**config.mk**
```make
export PLATFORM = sky130hd
export DESIGN_NAME = sscc_delay
export DESIGN_NICKNAME = d
export VERILOG_FILES = /design/src/hdl/sscc_delay.sv
export SDC_FILE = /design/constraint.sdc
export NUM_CORES = 1
export LEC_CHECK = 0
export ABC_CLOCK_PERIOD_IN_PS = 800
export BUFFER_PORTS_ARGS = -buffer_cell sky130_fd_sc_hd__buf_2
export CAP_MARGIN = 20
export CORE_AREA = 3 3 40 42
export DETAILED_ROUTE_END_ITERATION = 7
export DIE_AREA = 0 0 43 45
export HOLD_SLACK_MARGIN = 0.15
export PLACE_DENSITY_LB_ADDON = 0.1
export RECOVER_POWER = 50
export SYNTH_ARGS = -nofsm -noshare
export SYNTH_HDL_FRONTEND = slang
export SYNTH_SLANG_ARGS = --single-unit
```
**constraint.sdc**
```tcl
create_clock -name clock -period 0.8 [get_ports clock]
set_input_delay 0.16 -clock clock [delete_from_list [all_inputs] [get_ports clock]]
set_output_delay 0.16 -clock clock [all_outputs]
set_load 0.03 [all_outputs]
```
**src/hdl/sscc_delay.sv**
```systemverilog
`timescale 1ns / 1ps
// ----------------------------------------------------------------------------
// sscc_delay
// Fixed-length delay line with a valid bit, advancing on enable.
// ----------------------------------------------------------------------------
module sscc_delay #(
   parameter int WIDTH = 8,
   parameter int DEPTH = 1
) (
   input  logic             clock,
   input  logic             reset,
   input  logic             enable,
   input  logic             in_valid,
   input  logic [WIDTH-1:0] in_data,
   output logic             out_valid,
   output logic [WIDTH-1:0] out_data
);

   logic [DEPTH-1:0] valid_ff;
   logic [WIDTH-1:0] data_ff [DEPTH];

   always_ff @(posedge clock) begin
      if (reset) begin
         valid_ff <= '0;
      end else if (enable) begin
         valid_ff[0] <= in_valid;
         for (int k = 1; k < DEPTH; k++) begin
            valid_ff[k] <= valid_ff[k-1];
         end
      end
   end

   always_ff @(posedge clock) begin
      if (enable) begin
         data_ff[0] <= in_data;
         for (int k = 1; k < DEPTH; k++) begin
            data_ff[k] <= data_ff[k-1];
         end
      end
   end

   assign out_valid = valid_ff[DEPTH-1];
   assign out_data  = data_ff[DEPTH-1];

endmodule

```
==> results.yml <==
floorplanning:
  die_area_um2: 1935
  row_count: 13
  die_x_um: 43
  core_um2: 1285
  die_y_um: 45
  boundaryPins: 21
  starting_utilization_of_the_core_area: 0.2132
route:
  routedWlPerCell_um: 10.24
  ant_nets: 0
  first_pass_iters: 1
  route.vias.total: 210
  detail_route.drc_violations: 0
  drt-total-wl_um: 594
  via_per_inst: 3.621
  violation_count_after_the_first_detailed_route_iteration: 0
final_layout:
  num-nets-final: 56
  antenna-diode-count: 0
  drive_gt1_frac: 0.5116
  area_growth_syn_to_layout_pct: 105.5
  fin_util: 0.4382
worst_setup_path:
  r2r_start: "out_valid"
  worst-setup-path-type: "register to primary output"
  cp-endpoint: "out_data[3]"
  data_required_time_at_the_worst_endpoint_ps: 640
  reg2reg_depth: 2
  cp_slowest_stage_delay_ps: 380
  path_buf_inv: 1
  critPathCaptureType: "primary output"
  worstPathCellList: "buf_6"
  arrival_time_at_the_worst_endpoint_ps: 790
  setup.worst_path.start: "data_ff[0][3]"
  r2r_setup_slack_ps: 200
  cp_top_family: "flip-flops"
  worst-path-max-fanout: 1
  start_kind: "register"
  regToRegEndpoint: "out_valid"
  cp_num_cells: 1
  critical-path-slowest-cell: "edfxtp_1"
sta:
  fmaxAchievable_mhz: 1057
  timing.final.ws_setup_ps: -145.7
  max-slew-margin-rel: 0.6680
  layout_min_cycle_time_ps: 945.7
  unrepaired_setup_endpoints_after_global_routing: "yes"
  max_slew.worst_pin.slew_ps: 498.0
  hold_violations: 0
  final-max-slew-violation-count: 0
  finClkSkew_ps: 0
  timing.final.setup_violations: 9
  fin_crit_sh: 1.182
  final.setup.tns_ps: -1182
  hold_ws_ps: 158.6
cts:
  clk_pin_slew_worst_paths_ps: 60
  clkSinkCount: 9
  htreeDepth: 1
  insertion_delay_ps: 250
  cts.root.buffer_cell: "clkbuf_4"
  clock_tree_from_tritoncts: "done"
  cts_buffer_depth: 2
  post-cts-setup-buffer-count: 0
  cts_made_buffers: 3
power:
  p_per_area_nw_per_um2: 1996
  switching_share: 0.2385
  power.share.combinational: 0.192
  share_clk_of_total_power: 0.303
  ir_drop_worst_case_vdd_mv: 0.7976
  intPower_mw: 0.8556
  netSwitchingPower_mw: 0.2680
  pwr-share-seq: 0.506
  cellLeakagePower_nw: 0.2472
logic_synthesis:
  yosys-top-cells-area: "edfxtp_1 (88%), dfxtp_1 (7.3%), mux2i_1 (3.7%)"
  postSynth.asyncResetShare: 0
  yosys-top-cells-count: "edfxtp_1 (8), dfxtp_1 (1), mux2i_1 (1), nor2_1 (1)"
  synth_seq_cells: 9
  synth_top_cell_by_area: "edfxtp_1"
  ys_types: 4
  number_of_warning_messages_in_the_yosys_log: 0
  count_of_flip_flops_with_a_built_in_enable_after_synthesis: 8
  synth_top_area_share: 0.8767
  cell_with_the_most_instances_after_synthesis: "edfxtp_1"
  average_size_of_a_mapped_cell_um2: 24.91
  syn-num-nets: 23
  synth_sequential_area_ratio: 0.9498
  synth_flop_cell: "edfxtp_1"
  syn_inst: 11
  syn_area_um2: 274.0
flow_run:
  maxCapViolations: 0
global_route:
  maximum_number_of_pins_on_one_net_before_global_route_repair: 10
  antenna_found_initial: 0
  global_route.usage.total: 0.07245
  first_global_vias: 227
  grt_first_pass_wirelength_um: 945
  grt-ovfl-total: 0
status:
  violations: "setup timing"
  run_status: "complete, but fails checks"
hold_path:
  hold_class: "input port to register"
placed_design:
  globalplace.congestion: 0.5654
  io_buffer_count: 20
how the worst min path moves through the flow:
stage,from,to,slack (ps),depth (start not counted)
2_1_floorplan,reset,out_valid,230,1
3_3_place_gp,reset,out_valid,320,2
3_5_place_dp,reset,out_valid,330,2
4_1_cts,in_valid,out_valid,140,3
5_1_grt,in_valid,out_valid,200,3
6_report,in_valid,out_valid,160,3
through the flow:
step / area (µm²) / power (mW) / instances / setup slack [ps]
floorplan: 274.0 / 0.6495 / 11 / 70.71
global placement: 392.9 / 0.7106 / 46 / 71.69
detailed placement: 392.9 / 0.7135 / 46 / 51.33
CTS: 566.8 / 1.151 / 59 / -163.1
global route: 563.0 / 1.187 / 58 / -193.5
finish: 563.0 / 1.124 / 58 / -145.7
power groups by stage:
stage	combinational (mW)	clock [mW]	sequential, mW
2_1_floorplan	0.00420	0	0.645
3_3_place_gp	0.143	0	0.567
3_5_place_dp	0.146	0	0.568
4_1_cts	0.220	0.363	0.568
5_1_grt	0.227	0.389	0.571
6_report	0.216	0.340	0.568
final cells by class:
type | instances | area, µm²
Multi-Input combinational cell | 2 | 13.76
Fill cell | 127 | 721.9
Tap cell | 15 | 18.77
Timing Repair Buffer | 28 | 242.7
Sequential cell | 9 | 261.5
Clock buffer | 4 | 26.28
flip-flops by register name, indices dropped and copies added, names as in the netlist:
signal	flops
data_ff	8
out_valid	1
per-layer routing:
| layer | wire, µm | global-route usage | up-vias |
|---|---|---|---|
| met3 | 60 | 0.03586 | 0 |
| met4 | 0 | 0.05422 | 0 |
| li1 | - | - | 107 |
| met1 | 182 | 0.07232 | 92 |
| met5 | 0 | 0 | - |
| met2 | 351 | 0.1168 | 11 |
repair_timing:
action | 4_1_cts | 5_1_grt
hold endpoints to repair | 9 | 0
endpoints found under the setup margin | 9 | 11
resized for setup | 19 | 1
hold buffers | 9 | 0
kinds of logic (layout without fill, tap and decap cells):
logic type / Yosys count / count (layout) / share of synthesized area
AND/OR/NAND/NOR: 1 / 1 / 0.01369
buffers and inverters: 0 / 32 / 0
flip-flops: 9 / 9 / 0.9498
multiplexers: 1 / 1 / 0.03653
cells in the final DEF (no fill, tap or decap):
cell type / Yosys / layout
buf_2: 0 / 9
buf_6: 0 / 9
clkbuf_1: 0 / 2
clkbuf_4: 0 / 3
dfxtp_2: 0 / 1
dlygate4sd3_1: 0 / 8
dlymetal6s4s_1: 0 / 1
edfxtp_1: 8 / 8
mux2i_1: 1 / 1
nor2_1: 1 / 1
Power figures use the tool's default switching activity.
